## src/rtl/kmd_pkg.sv

```systemverilog
`timescale 1ns / 1ps

package kmd_pkg;

  // Fixed field widths of the event channel
  localparam int ROW_IDX_W  = 4;
  localparam int COL_LVL_W  = 8;
  localparam int KEY_COL_W  = 3;
  localparam int MAX_COLS   = 8;
  localparam int CNT_W      = 4;

  // Matrix size and queue defaults
  localparam int ROWS_DEFAULT        = 5;
  localparam int COLS_DEFAULT        = 4;
  localparam int QUEUE_DEPTH_DEFAULT = 2;

  // Configuration registers
  localparam int              CFG_IDX_W  = 1;
  localparam int              CFG_DATA_W = 4;
  localparam logic [CFG_IDX_W-1:0] CFG_STABLE_COUNT   = 1'b0;
  localparam logic [CFG_IDX_W-1:0] CFG_EVENTS_ENABLED = 1'b1;
  localparam logic [CNT_W-1:0]     STABLE_COUNT_RESET = 4'd3;

  // One classified row sample waiting for event emission
  typedef struct packed {
    logic [ROW_IDX_W-1:0] row;
    logic [MAX_COLS-1:0]  mask;  // keys whose debounced state flipped
    logic [MAX_COLS-1:0]  bits;  // debounced row state after the update
  } evt_entry_t;

  // Queue status seen by both sides
  typedef struct packed {
    logic full;
    logic empty;
  } fifo_stat_t;

endpackage

```

## src/rtl/kmd_front.sv

```systemverilog
`timescale 1ns / 1ps

module kmd_front import kmd_pkg::*; #(
  parameter int ROWS = ROWS_DEFAULT,
  parameter int COLS = COLS_DEFAULT
) (
  input  logic                 clk,
  input  logic                 rst_n,
  input  logic                 in_valid,
  output logic                 in_ready,
  input  logic [ROW_IDX_W-1:0] in_row_index,
  input  logic [COL_LVL_W-1:0] in_col_levels,
  input  logic [CNT_W-1:0]     stable_count,
  input  logic                 events_enabled,
  input  fifo_stat_t           q_stat,
  output logic                 q_push,
  output evt_entry_t           q_wdata
);

  localparam int ROW_W = (ROWS > 1) ? $clog2(ROWS) : 1;

  // Per-row debounced state and per-key disagreement counters
  logic [COLS-1:0]             deb_r [ROWS];
  logic [COLS-1:0][CNT_W-1:0]  cnt_r [ROWS];

  logic                        accept;
  logic                        row_ok;
  logic [ROW_W-1:0]            ridx;
  logic [COLS-1:0]             deb_row_nxt;
  logic [COLS-1:0][CNT_W-1:0]  cnt_row_nxt;
  logic [COLS-1:0]             changed;

  assign in_ready = !q_stat.full;
  assign accept   = in_valid && in_ready;
  assign row_ok   = ({1'b0, in_row_index} < (ROW_IDX_W + 1)'(ROWS));
  assign ridx     = in_row_index[ROW_W-1:0];

  // Classify each key of the sampled row
  always_comb begin
    logic [CNT_W-1:0] cnt_inc;
    logic             key_down;
    deb_row_nxt = deb_r[ridx];
    cnt_row_nxt = cnt_r[ridx];
    changed     = '0;
    for (int c = 0; c < COLS; c++) begin
      key_down = !in_col_levels[c];
      cnt_inc  = cnt_r[ridx][c] + CNT_W'(1);
      if (key_down == deb_r[ridx][c]) begin
        cnt_row_nxt[c] = '0;
      end else if (cnt_inc >= stable_count || cnt_inc == '0) begin
        deb_row_nxt[c] = key_down;
        changed[c]     = 1'b1;
        cnt_row_nxt[c] = '0;
      end else begin
        cnt_row_nxt[c] = cnt_inc;
      end
    end
  end

  // Write back the row state on every accepted in-range item
  always_ff @(posedge clk) begin
    if (!rst_n) begin
      for (int r = 0; r < ROWS; r++) begin
        deb_r[r] <= '0;
        cnt_r[r] <= '0;
      end
    end else if (accept && row_ok) begin
      deb_r[ridx] <= deb_row_nxt;
      cnt_r[ridx] <= cnt_row_nxt;
    end
  end

  // Hand rows with flips to the back end
  always_comb begin
    q_push                    = accept && row_ok && events_enabled && (|changed);
    q_wdata                   = '0;
    q_wdata.row               = in_row_index;
    q_wdata.mask[COLS-1:0]    = changed;
    q_wdata.bits[COLS-1:0]    = deb_row_nxt;
  end

endmodule

```

## src/rtl/kmd_fifo.sv

```systemverilog
`timescale 1ns / 1ps

module kmd_fifo import kmd_pkg::*; #(
  parameter int DEPTH = QUEUE_DEPTH_DEFAULT
) (
  input  logic       clk,
  input  logic       rst_n,
  input  logic       push,
  input  evt_entry_t wdata,
  input  logic       pop,
  output evt_entry_t rdata,
  output fifo_stat_t stat
);

  localparam int PTR_W = (DEPTH > 1) ? $clog2(DEPTH) : 1;
  localparam int FILL_W = $clog2(DEPTH + 1);

  evt_entry_t         mem_r [DEPTH];
  logic [PTR_W-1:0]   wr_ptr_r;
  logic [PTR_W-1:0]   rd_ptr_r;
  logic [FILL_W-1:0]  fill_r;

  assign stat.full  = (fill_r == FILL_W'(DEPTH));
  assign stat.empty = (fill_r == '0);
  assign rdata      = mem_r[rd_ptr_r];

  function automatic logic [PTR_W-1:0] ptr_inc(input logic [PTR_W-1:0] p);
    ptr_inc = (p == PTR_W'(DEPTH - 1)) ? '0 : p + PTR_W'(1);
  endfunction

  // Store entries
  always_ff @(posedge clk) begin
    if (push) begin
      mem_r[wr_ptr_r] <= wdata;
    end
  end

  // Advance pointers and fill level
  always_ff @(posedge clk) begin
    if (!rst_n) begin
      wr_ptr_r <= '0;
      rd_ptr_r <= '0;
      fill_r   <= '0;
    end else begin
      if (push) begin
        wr_ptr_r <= ptr_inc(wr_ptr_r);
      end
      if (pop) begin
        rd_ptr_r <= ptr_inc(rd_ptr_r);
      end
      if (push && !pop) begin
        fill_r <= fill_r + FILL_W'(1);
      end else if (pop && !push) begin
        fill_r <= fill_r - FILL_W'(1);
      end
    end
  end

endmodule

```

## src/rtl/kmd_back.sv

```systemverilog
`timescale 1ns / 1ps

module kmd_back import kmd_pkg::*; (
  input  logic                 clk,
  input  logic                 rst_n,
  input  evt_entry_t           q_rdata,
  input  fifo_stat_t           q_stat,
  output logic                 q_pop,
  output logic                 out_valid,
  input  logic                 out_ready,
  output logic [ROW_IDX_W-1:0] out_key_row,
  output logic [KEY_COL_W-1:0] out_key_col,
  output logic                 out_pressed,
  output logic                 out_last_event
);

  logic                  busy_r, busy_nxt;
  evt_entry_t            ent_r, ent_nxt;
  logic                  out_valid_r, out_valid_nxt;
  logic [ROW_IDX_W-1:0]  row_r;
  logic [KEY_COL_W-1:0]  col_r;
  logic                  pressed_r;
  logic                  last_r;

  logic                  can_load;
  logic                  emit;
  logic                  done;
  logic [KEY_COL_W-1:0]  sel;
  logic [MAX_COLS-1:0]   rest;

  // Pick the lowest pending column
  always_comb begin
    sel = '0;
    for (int c = MAX_COLS - 1; c >= 0; c--) begin
      if (ent_r.mask[c]) begin
        sel = KEY_COL_W'(c);
      end
    end
  end

  assign rest     = ent_r.mask & (ent_r.mask - MAX_COLS'(1));
  assign can_load = !out_valid_r || out_ready;
  assign emit     = busy_r && can_load;
  assign done     = emit && (rest == '0);
  assign q_pop    = !q_stat.empty && (!busy_r || done);

  // Advance through the pending columns of the current entry
  always_comb begin
    busy_nxt = busy_r;
    ent_nxt  = ent_r;
    if (q_pop) begin
      busy_nxt = 1'b1;
      ent_nxt  = q_rdata;
    end else if (emit) begin
      busy_nxt      = !done;
      ent_nxt.mask  = rest;
    end
    if (emit) begin
      out_valid_nxt = 1'b1;
    end else if (out_ready) begin
      out_valid_nxt = 1'b0;
    end else begin
      out_valid_nxt = out_valid_r;
    end
  end

  always_ff @(posedge clk) begin
    if (!rst_n) begin
      busy_r      <= 1'b0;
      out_valid_r <= 1'b0;
    end else begin
      busy_r      <= busy_nxt;
      out_valid_r <= out_valid_nxt;
    end
  end

  // Hold the entry and the output payload
  always_ff @(posedge clk) begin
    ent_r <= ent_nxt;
    if (emit) begin
      row_r     <= ent_r.row;
      col_r     <= sel;
      pressed_r <= ent_r.bits[sel];
      last_r    <= (rest == '0);
    end
  end

  assign out_valid      = out_valid_r;
  assign out_key_row    = row_r;
  assign out_key_col    = col_r;
  assign out_pressed    = pressed_r;
  assign out_last_event = last_r;

endmodule

```

## src/rtl/key_matrix_debounce_events_top.sv

```systemverilog
`timescale 1ns / 1ps

// Key matrix debouncer with change events. Each input item is one scanned
// row (row index, column levels, low = pressed); every key keeps a
// debounced bit and a 4-bit disagreement counter, and a key flips once it
// has disagreed on stable_count consecutive scans. The front end takes one
// item per clock whenever the event queue has room, updating the row state
// in the same cycle; rows that produced flips (with events enabled) enter
// the queue. The back end emits one event per clock while out_ready allows,
// in ascending column order, so a row with several flips occupies it for
// one event per flip and the sustained rate is set by that emitter; items
// that cause no event do not enter the queue. State is cleared at once
// by reset; there is no clearing pass. Write configuration only while idle.
module key_matrix_debounce_events_top import kmd_pkg::*; #(
  parameter int ROWS        = ROWS_DEFAULT,
  parameter int COLS        = COLS_DEFAULT,
  parameter int QUEUE_DEPTH = QUEUE_DEPTH_DEFAULT
) (
  input  logic                  clk,
  input  logic                  rst_n,
  input  logic                  in_valid,
  output logic                  in_ready,
  input  logic [ROW_IDX_W-1:0]  in_row_index,
  input  logic [COL_LVL_W-1:0]  in_col_levels,
  output logic                  out_valid,
  input  logic                  out_ready,
  output logic [ROW_IDX_W-1:0]  out_key_row,
  output logic [KEY_COL_W-1:0]  out_key_col,
  output logic                  out_pressed,
  output logic                  out_last_event,
  input  logic                  cfg_we,
  input  logic [CFG_IDX_W-1:0]  cfg_index,
  input  logic [CFG_DATA_W-1:0] cfg_wdata
);

  logic [CNT_W-1:0] stable_count_r;
  logic             events_enabled_r;

  logic             q_push;
  logic             q_pop;
  evt_entry_t       q_wdata;
  evt_entry_t       q_rdata;
  fifo_stat_t       q_stat;

  // Configuration registers
  always_ff @(posedge clk) begin
    if (!rst_n) begin
      stable_count_r   <= STABLE_COUNT_RESET;
      events_enabled_r <= 1'b0;
    end else if (cfg_we) begin
      unique case (cfg_index)
        CFG_STABLE_COUNT:   stable_count_r   <= cfg_wdata[CNT_W-1:0];
        CFG_EVENTS_ENABLED: events_enabled_r <= cfg_wdata[0];
        default: ;
      endcase
    end
  end

  kmd_front #(
    .ROWS(ROWS),
    .COLS(COLS)
  ) u_front (
    .clk           (clk),
    .rst_n         (rst_n),
    .in_valid      (in_valid),
    .in_ready      (in_ready),
    .in_row_index  (in_row_index),
    .in_col_levels (in_col_levels),
    .stable_count  (stable_count_r),
    .events_enabled(events_enabled_r),
    .q_stat        (q_stat),
    .q_push        (q_push),
    .q_wdata       (q_wdata)
  );

  kmd_fifo #(
    .DEPTH(QUEUE_DEPTH)
  ) u_fifo (
    .clk  (clk),
    .rst_n(rst_n),
    .push (q_push),
    .wdata(q_wdata),
    .pop  (q_pop),
    .rdata(q_rdata),
    .stat (q_stat)
  );

  kmd_back u_back (
    .clk           (clk),
    .rst_n         (rst_n),
    .q_rdata       (q_rdata),
    .q_stat        (q_stat),
    .q_pop         (q_pop),
    .out_valid     (out_valid),
    .out_ready     (out_ready),
    .out_key_row   (out_key_row),
    .out_key_col   (out_key_col),
    .out_pressed   (out_pressed),
    .out_last_event(out_last_event)
  );

  // Queue is never written when full nor read when empty
  assert property (@(posedge clk) disable iff (!rst_n) q_push |-> !q_stat.full)
    else $error("event queue overflow");
  assert property (@(posedge clk) disable iff (!rst_n) q_pop |-> !q_stat.empty)
    else $error("event queue underflow");

  // Emitted events name a key inside the matrix
  assert property (@(posedge clk) disable iff (!rst_n)
    out_valid |-> ({1'b0, out_key_row} < (ROW_IDX_W + 1)'(ROWS)))
    else $error("event row outside matrix");
  assert property (@(posedge clk) disable iff (!rst_n)
    out_valid |-> ({1'b0, out_key_col} < (KEY_COL_W + 1)'(COLS)))
    else $error("event column outside matrix");

endmodule
```

## config.mk

```make
export PLATFORM = sky130hd
export DESIGN_NAME = key_matrix_debounce_events_top
export DESIGN_NICKNAME = d
export VERILOG_FILES = /design/src/rtl/kmd_pkg.sv /design/src/rtl/kmd_front.sv /design/src/rtl/kmd_fifo.sv /design/src/rtl/kmd_back.sv /design/src/rtl/key_matrix_debounce_events_top.sv
export SDC_FILE = /design/constraint.sdc
export NUM_CORES = 1
export LEC_CHECK = 0
export BUFFER_PORTS_ARGS = -buffer_cell sky130_fd_sc_hd__buf_2
export CORE_ASPECT_RATIO = 0.9
export CORE_UTILIZATION = 60
export CTS_CLUSTER_SIZE = 14
export DETAILED_ROUTE_END_ITERATION = 16
export HOLD_SLACK_MARGIN = 0.15
export PLACE_DENSITY = 0.77
export SYNTH_ARGS = -nofsm -noshare
export SYNTH_HDL_FRONTEND = slang
export SYNTH_SLANG_ARGS = --single-unit
```

## constraint.sdc

```tcl
create_clock -name clk -period 4.12 [get_ports clk]
set_input_delay 0.206 -clock clk [delete_from_list [all_inputs] [get_ports clk]]
set_output_delay 0.206 -clock clk [all_outputs]
set_load 0.02 [all_outputs]
```

==> results of run 1 <==
power by group through the flow:
stage / registers [mW] / clock network [mW] / logic, mW
2_1_floorplan: 2.99 / 0 / 0.792
3_3_place_gp: 3.00 / 0 / 1.13
3_5_place_dp: 3.02 / 0 / 1.18
4_1_cts: 2.98 / 2.00 / 1.21
5_1_grt: 3.00 / 2.08 / 1.35
6_report: 2.98 / 1.98 / 1.23
worst max path at each step:
| stage | to | slack [ns] | cells after the start |
|---|---|---|---|
| after CTS | u_fifo.fill_r[1] | 0.14 | 14 |
| after global routing | u_fifo.fill_r[1] | -0.07 | 16 |
| after detailed placement | u_fifo.fill_r[1] | -0.11 | 15 |
| after global placement | u_fifo.fill_r[1] | -0.06 | 15 |
| after floorplan | u_fifo.mem_r[0][0] | 0.30 | 12 |
| final | u_fifo.fill_r[1] | 0.14 | 14 |
registers in the layout, indices dropped and copies added (netlist names), 2 cells and up, named ones only:
signal and flops:
u_front.deb_r 32, u_back.out_key_col 3, u_fifo.mem_r 24, u_front.cnt_r 128, u_fifo.fill_r 2, u_back.out_key_row 4, stable_count_r 4, u_back.ent_r 16
Yosys cell counts (4+ instances only):
cell / count / area, um2
a211oi_1: 4 / 30.03
a21o_1: 8 / 60.06
a21oi_1: 17 / 85.08
a221oi_1: 5 / 43.79
a22oi_1: 5 / 37.54
and2_1: 4 / 25.02
buf_2: 8 / 40.04
buf_4: 4 / 30.03
clkbuf_1: 15 / 56.30
dfxtp_1: 12 / 240.2
edfxtp_1: 209 / 6276
ha_1: 21 / 262.8
inv_1: 32 / 120.1
mux2_2: 20 / 225.2
mux2i_1: 27 / 270.3
mux4_2: 24 / 540.5
nand2_1: 32 / 120.1
nand2b_1: 14 / 87.58
nand3_1: 9 / 45.04
nand3b_1: 4 / 30.03
nor2_1: 128 / 480.5
nor2b_1: 16 / 100.1
nor3_1: 6 / 30.03
o211ai_1: 7 / 52.55
o21ai_0: 9 / 45.04
o21ai_1: 4 / 20.02
xnor2_1: 8 / 70.07
xor2_1: 9 / 78.83
timing repair:
action	4_1_cts	5_1_grt
hold buffers	14	0
endpoints found under the setup margin	0	1
gates resized for setup	0	6
endpoints found under the hold margin	9	0
routing by layer:
metal | share of wire (%) | wire, um | up-vias | track usage, %
li1 | - | - | 2899 | -
met1 | 41 | 8847 | 3124 | 35.42
met2 | 50 | 10670 | 245 | 45.45
met3 | 7.2 | 1543 | 42 | 3.744
met4 | 2.3 | 497 | 0 | 8.173
met5 | 0 | 0 | - | 0
logic make-up after synthesis:
kind of cell	synth area share (%)
AOI/OAI and AO/OA	6.381
DFF	65.67
other	0.03779
buffers and inverters	2.863
muxes	10.55
and+or+nand+nor	10.34
xor gates and xnor gates	1.501
adders and majority gates	2.648
area by class of cell:
type                            instances  area, um2
Clock buffer                           31      615.6
Timing Repair Buffer                  116      885.9
Clock inverter                          9      95.09
Multi-Input combinational cell        481       3383
Inverter                               35      131.4
Fill cell                            1001       4244
Tap cell                              207      259.0
Sequential cell                       221       6516
worst register-to-register path: stages (launching register included):
cell and delay [ns]:
edfxtp_1 0.37, mux4_2 0.46, mux2_2 0.32, ha_4 0.25, ha_1 0.27, a21o_1 0.16, a21o_1 0.17, a21oi_1 0.19
o211ai_1 0.26, a2111oi_4 0.55, nor2_4 0.07, ha_1 0.22, xor2_1 0.15, or3_1 0.34, a21oi_2 0.13
==> impl_metrics.ini, run 1 <==
[floorplanning]
die_area_um2 = 17060
coreArea_um2 = 16130
rows = 44
ios = 33
die_h_um = 124.0
initial_core_util_pct = 61.51
die_x_um = 137.6

[global_route]
gr-total-overflow = 0
grt_usage_pct = 26.56
grt_first_pass_wirelength_um = 33070
grt_pass1_vias = 6414
antenna_found_initial = 0
grt_max_degree = 27

[cells_and_area]
diodes = 0
mostFrequentLayoutCells = edfxtp_1 (209), nor2_1 (128), buf_4 (70), conb_1 (60)
drive_gt1_share_pct = 21.61
syn_to_final_growth_pct = 19.80
nNetsFinal = 921
final_core_util_pct = 73.69
final_cells = 1100
layout_commonest_cell = edfxtp_1
finalInstanceArea_um2 = 11890

[route]
first_pass_iters = 5
drt_first_iter_violations = 397
drc = 0
vias = 6310
vias_per_cell = 5.736
antenna_left = 0
wl_um = 21560
wire_per_inst_um = 19.60

[run]
drv_cap = 0

[critical_path]
worstReg2RegEnd = u_fifo.fill_r[1]
critPathLaunch = u_front.cnt_r[6][9]
cp_top_family = compound AO/OA/AOI/OAI gates
timing.critical_path.cells = mux4_2, mux2_2, ha_4, ha_1, a21o_1, a21o_1, a21oi_1, o211ai_1, a2111oi_4, nor2_4, ha_1, xor2_1, or3_1, a21oi_2
worst_path_largest_cell_delay_ns = 0.55
cp_max_fo = 3
r2r_cells = 14
critPathCaptureType = flop
cp.buffers_inverters = 0
start_kind = flop
required_ns = 4.56
rr_startpoint = u_front.cnt_r[6][9]
crit_slowest_cell = a2111oi_4
crit_type = reg2reg
rrSetupSlack_ns = 0.14
crit_arrival_ns = 4.41

[sta]
slew_headroom_pct = 14.89
slew_violations = 0
layout_setup_ws_ns = 0.1432
fmax_ghz = 0.2515
fin_skew_ns = 0.009482
worstMarginPinSlew_ns = 1.274
fin_crit_sh_pct = 96.52
hold_ws_ns = 0.1938
report.final.hold_viol_count = 0
finalSetupTns_ns = 0
setup_viol = 0
post-route-min-period_ns = 3.977

[clocking]
cts_sinks = 221
cts_tree = done
post-cts-setup-buffer-count = 0
clk_latency_ns = 0.51
htreeDepth = 1
clockBufferDepth = 3
root_buffer = clkbuf_16
clk_pin_slew_ns = 0.06
cts_buffers = 23

[synth]
synthArstFlopShare_pct = 0
yosys_warnings = 0
syn_inst = 708
synth.cell_area_um2 = 9922
ys_seq_area_share_pct = 65.67
synth_edf_count = 209
synth_seq_cells = 221
ys.flop_type = edfxtp_1
synth.distinct_cells = 60
syn_avg_cell_area_um2 = 14.01

[power_and_ir_drop]
p_leak_nw = 4.643
comb_power_share_pct = 19.9
vdd_drop_max_uv = 580.4
powerDensity_nw_per_um2 = 520.1
p_sw_mw = 1.670
switching_share_pct = 27.02
p_int_mw = 4.512
power.total_mw = 6.182
pwr-share-clk_pct = 32.0
p_seq_share_pct = 48.1

[place]
placed_area_um2 = 11000
dp_slack_ns = -0.1067
dp_cells = 1046
place_hpwl_um = 13980
place_congestion = 0.8159
port_buffers = 28

[min_path]
min_path_type = in2reg
hold_depth = 5
hold_end = stable_count_r[3]
min_from = cfg_index

[status]
outcome = completed
No activity file was read; power rests on OpenSTA's default activity.
==> run 2, diff against run 1 <==
--- a/config.mk
+++ b/config.mk
@@ -5,13 +5,14 @@
 export SDC_FILE = /design/constraint.sdc
 export NUM_CORES = 1
 export LEC_CHECK = 0
-export BUFFER_PORTS_ARGS = -buffer_cell sky130_fd_sc_hd__buf_2
+export BUFFER_PORTS_ARGS = -buffer_cell sky130_fd_sc_hd__clkbuf_2
 export CORE_ASPECT_RATIO = 0.9
 export CORE_UTILIZATION = 60
 export CTS_CLUSTER_SIZE = 14
 export DETAILED_ROUTE_END_ITERATION = 16
 export HOLD_SLACK_MARGIN = 0.15
 export PLACE_DENSITY = 0.77
+export SKIP_CTS_REPAIR_TIMING = 1
 export SYNTH_ARGS = -nofsm -noshare
 export SYNTH_HDL_FRONTEND = slang
 export SYNTH_SLANG_ARGS = --single-unit
==> run 2 against run 1 <==
Wire length down 1.6%. Largest power group unchanged. Highest routed layer unchanged. Utilization decreased by 2.2 points. Flip-flop and latch count unchanged. Non-clock buffer count decreased by 37. First-iteration DRC count rose by 36%. Via count is 2.5% lower.
==> impl_metrics.ini, run 2 (synthesis gave the netlist of run 1 again) <==
[critical_path]
cpMostUsedCell = ha_1
crit_type = reg2reg
crit_slowest_cell = mux4_2
critPathCaptureType = flop
cp_max_fo = 2
cp.buffers_inverters = 1
timing.critical_path.cells = mux4_2, mux2_2, ha_1, ha_1, a21o_1, a21o_1, a21oi_2, o211ai_1, buf_4, a2111oi_4, nor2_4, ha_1, or3_1, a21oi_2
worst_path_largest_cell_delay_ns = 0.45
crit_arrival_ns = 4.34
cp_top_family = compound AO/OA/AOI/OAI gates
start_kind = flop
required_ns = 4.55

[sta]
finalSetupTns_ns = 0
slew_violations = 0
slew_headroom_pct = 21.85
fin_skew_ns = 0.01500
setup_viol = 0
worstMarginPinSlew_ns = 1.169
hold_ws_ns = 0.1526
fmax_ghz = 0.2559
fin_crit_sh_pct = 94.85
rsz0062_at_grt = false
report.final.hold_viol_count = 0
post-route-min-period_ns = 3.908
layout_setup_ws_ns = 0.2122

[global_route]
grt_pass1_vias = 6105
gr-total-overflow = 0
grt_use_met1_pct = 35.01
use_met2_pct = 42.96
grt_first_pass_wirelength_um = 31990
grt_usage_pct = 25.77
use_met3_pct = 4.640
antenna_found_initial = 0
grt_max_degree = 25
busiest_layer = met2

[cells_and_area]
finalInstanceArea_um2 = 11530
layout_commonest_cell = edfxtp_1
final_cells = 1060
drive_gt1_share_pct = 17.94
mostFrequentLayoutCells = edfxtp_1 (209), nor2_1 (128), conb_1 (60), buf_4 (38)
nNetsFinal = 884
syn_to_final_growth_pct = 16.17
reg_top3 = u_front.cnt_r x128, u_front.deb_r x32, u_fifo.mem_r x24
largest_register_ffs = 128
diodes = 0
top_register = u_front.cnt_r

[run]
drv_cap = 0

[clocking]
clk_latency_ns = 0.51
clockBufferDepth = 3
htreeDepth = 1
cts_tree = done
cts_buffers = 23
cts_sinks = 221
root_buffer = clkbuf_16
clk_pin_slew_ns = 0.06

[power_and_ir_drop]
p_leak_nw = 4.441
switching_share_pct = 27.06
powerDensity_nw_per_um2 = 525.4
pwr-share-clk_pct = 31.8
comb_power_share_pct = 19.1
p_sw_mw = 1.639
p_int_mw = 4.418
vdd_drop_max_uv = 507.2
p_seq_share_pct = 49.1

[route]
first_pass_iters = 5
wire_per_inst_um = 20.02
vias = 6151
antenna_left = 0
drt_first_iter_violations = 538
vias_per_cell = 5.803
drc = 0
wl_um = 21220

[place]
dp_slack_ns = -0.03577
port_buffers = 28
place_congestion = 0.7960
dp_cells = 1011
placed_area_um2 = 10710
place_hpwl_um = 13750

[floorplanning]
coreArea_um2 = 16130
rows = 44
initial_core_util_pct = 61.51
die_h_um = 124.0
die_x_um = 137.6
ios = 33
die_area_um2 = 17060

[status]
outcome = completed

[min_path]
min_path_type = in2reg
## run 2: worst paths after layout
kind	from	end	slack (ns)	cells after the start
max	u_front.cnt_r[1][9]	u_fifo.fill_r[1]	0.21	14
max reg2reg	u_front.cnt_r[1][9]	u_fifo.fill_r[1]	0.21	14
min	rst_n	u_fifo.wr_ptr_r	0.15	3
min reg2reg	u_back.ent_r[16]	u_back.out_key_row[0]	0.42	0
## run 2: tightest hold or removal path: stages
cell	delay (ns)
clkbuf_2	0.20
nand2_1	0.12
mux2i_1	0.06
## run 2: power groups by stage
stage,Clock (mW),Sequential (mW),Combinational (mW)
after detailed placement,0,3.02,1.11
after global routing,2.03,3.00,1.26
after CTS,1.94,2.98,1.12
after floorplan,0,2.99,0.792
after global placement,0,3.00,1.06
final,1.93,2.98,1.16
## run 2: cell type report
type	instances	area, um2
Clock buffer	27	590.6
Clock inverter	10	91.34
Fill cell	1070	4604
Inverter	35	131.4
Multi-Input combinational cell	481	3362
Sequential cell	221	6516
Tap cell	207	259.0
Timing Repair Buffer	79	575.6
## run 2: metrics by stage
step	util (%)	total power [mW]
after floorplan	-	3.780
after global placement	66.38	4.054
after detailed placement	66.38	4.131
after CTS	70.61	6.040
after global routing	71.46	6.300
final	71.46	6.056
## run 2: metal layers
metal | up-vias | part of all wire (%)
met1 | 3078 | 42
met4 | 0 | 1.6
met3 | 30 | 7.2
li1 | 2819 | -
met2 | 224 | 49
met5 | - | 0
==> run 3, diff against run 2 <==
--- a/config.mk
+++ b/config.mk
@@ -12,6 +12,7 @@
 export DETAILED_ROUTE_END_ITERATION = 16
 export HOLD_SLACK_MARGIN = 0.15
 export PLACE_DENSITY = 0.77
+export REMOVE_ABC_BUFFERS = 1
 export SKIP_CTS_REPAIR_TIMING = 1
 export SYNTH_ARGS = -nofsm -noshare
 export SYNTH_HDL_FRONTEND = slang
==> constraint.sdc (replaced) <==
create_clock -name clk -period 4.12 [get_ports clk]
set_input_delay 0.412 -clock clk [delete_from_list [all_inputs] [get_ports clk]]
set_output_delay 0.412 -clock clk [all_outputs]
set_load 0.02 [all_outputs]
==> run 3 against run 2 <==
Utilization increased by 1.2 points. Wire length increased by 2.3%. Via count increased by 0.98%. Final area increased by 1.7%. Critical path depth unchanged. First-iteration DRC count increased by 3.3%. Count of clock-buffer cells in the layout increased by 1. Die area unchanged. Critical path type unchanged.
==> impl_metrics.ini, run 3 (synthesis gave the netlist of run 1 again) <==
[critical_path]
timing.critical_path.cells = mux4_2, mux2_2, ha_1, ha_1, a21o_1, a21o_1, a21oi_1, buf_4, a31oi_4, a2111oi_4, nor2_4, ha_1, or3_1, a21oi_2
rrSetupSlack_ns = 0.14
critPathCaptureType = flop
rr_startpoint = u_front.cnt_r[5][13]
crit_slowest_cell = mux4_2
worstReg2RegEnd = u_fifo.fill_r[1]
cp_max_fo = 2
cp_top_family = compound AO/OA/AOI/OAI gates
crit_arrival_ns = 4.41
cpMostUsedCell = ha_1
r2r_cells = 14
crit_type = reg2reg
required_ns = 4.55
start_kind = flop
cp.buffers_inverters = 1
crit_cells = 14
worst_path_largest_cell_delay_ns = 0.47

[power_and_ir_drop]
switching_share_pct = 27.04
p_leak_nw = 4.587
comb_power_share_pct = 19.7
p_int_mw = 4.500
p_seq_share_pct = 48.3
power.total_mw = 6.167
pwr-share-clk_pct = 32.1
vdd_drop_max_uv = 482.8
powerDensity_nw_per_um2 = 526.1
p_sw_mw = 1.668

[global_route]
grt_usage_pct = 26.45
gr-total-overflow = 0
grt_max_degree = 22
grt_pass1_vias = 6264
antenna_found_initial = 0
grt_first_pass_wirelength_um = 32870

[clocking]
clockBufferDepth = 3
clk_latency_ns = 0.50
cts_tree = done
htreeDepth = 1
clk_pin_slew_ns = 0.06
cts_sinks = 221
root_buffer = clkbuf_16
cts_buffers = 23

[sta]
setup_viol = 0
slew_violations = 0
fmax_ghz = 0.2514
post-route-min-period_ns = 3.978
slew_headroom_pct = 39.80
rsz0062_at_grt = false
layout_setup_ws_ns = 0.1421
fin_crit_sh_pct = 96.55
fin_skew_ns = 0.007365
report.final.hold_viol_count = 0
worstMarginPinSlew_ns = 0.8970

[cells_and_area]
fill_cells = 1049
reg_top3 = u_front.cnt_r x128, u_front.deb_r x32, u_fifo.mem_r x24
multi_input_comb_area_um2 = 3356
seq_area_um2 = 6516
nNetsFinal = 905
syn_to_final_growth_pct = 18.16
mostFrequentLayoutCells = edfxtp_1 (209), nor2_1 (128), buf_4 (67), conb_1 (60), inv_1 (32)
finalInstanceArea_um2 = 11720
top_register = u_front.cnt_r
diodes = 0
layout_commonest_cell = edfxtp_1
largest_register_ffs = 128
drive_gt1_share_pct = 21.78
final_core_util_pct = 72.68
final_cells = 1084

[min_path]
min_from = in_row_index[3]
hold_end = u_fifo.mem_r[1][11]
min_path_type = in2reg
hold_depth = 1

[status]
outcome = completed

[floorplanning]
initial_core_util_pct = 61.51
die_x_um = 137.6
ios = 33
die_area_um2 = 17060
coreArea_um2 = 16130
rows = 44
die_h_um = 124.0

[place]
dp_cells = 1044
dp_slack_ns = -0.2595
place_hpwl_um = 14450
port_buffers = 28
placed_area_um2 = 10990
place_congestion = 0.8778

[route]
drt_first_iter_violations = 556
first_pass_iters = 7
drc = 0
vias = 6211
antenna_left = 0
wire_per_inst_um = 20.02
wl_um = 21710
vias_per_cell = 5.730

[run]
drv_cap = 0
run 3: cell count changes in the layout (fill, tap and decap cells not counted), moves of 3 or more:
cell	delta
buf_12	+3
clkinv_2	+4
dlygate4sd3_1	-11
buf_4	+29
run 3: final cells by class:
| cell class | instances | area share (%) |
|---|---|---|
| timing repair buffer | 100 | 6.339 |
| tap | 207 | 2.209 |
| inverter | 35 | 1.121 |
| clock buffer | 28 | 5.240 |
| sequential | 221 | 55.58 |
| clock inverter | 12 | 0.8858 |
| multi-input combinational | 481 | 28.62 |
run 3: how the worst max path moves through the flow:
| stage | from | endpoint | slack (ns) |
|---|---|---|---|
| finish | u_front.cnt_r[5][13] | u_fifo.fill_r[1] | 0.14 |
| global placement | in_row_index[1] | u_fifo.fill_r[1] | -0.14 |
| floorplan | in_row_index[1] | u_fifo.mem_r[0][0] | 0.27 |
| CTS | u_front.cnt_r[6][5] | u_fifo.fill_r[1] | 0.18 |
| detailed placement | in_row_index[1] | u_fifo.fill_r[1] | -0.26 |
| global route | in_row_index[1] | u_fifo.fill_r[1] | 0.004 |
run 3: layer usage:
layer  routed length [um]  GRT usage (%)
met5                    0              0
met4                  924          12.91
met3                 1646          5.006
met2                10300          42.90
met1                 8837          34.53
run 3: power groups by stage:
| stage | logic [mW] | clock network, mW | registers [mW] |
|---|---|---|---|
| detailed placement | 1.18 | 0 | 3.02 |
| global placement | 1.12 | 0 | 3.00 |
| CTS | 1.20 | 2.01 | 2.98 |
| floorplan | 0.745 | 0 | 3.00 |
| finish | 1.21 | 1.98 | 2.98 |
| global route | 1.32 | 2.09 | 3.01 |
run 3: stage by stage:
stage | setup TNS, ns | hold slack [ns]
2_1_floorplan | 0 | 0.4003
3_3_place_gp | -0.8054 | 0.4071
3_5_place_dp | -2.461 | 0.4045
4_1_cts | 0 | 0.1590
5_1_grt | 0 | 0.1517
6_report | 0 | 0.1633
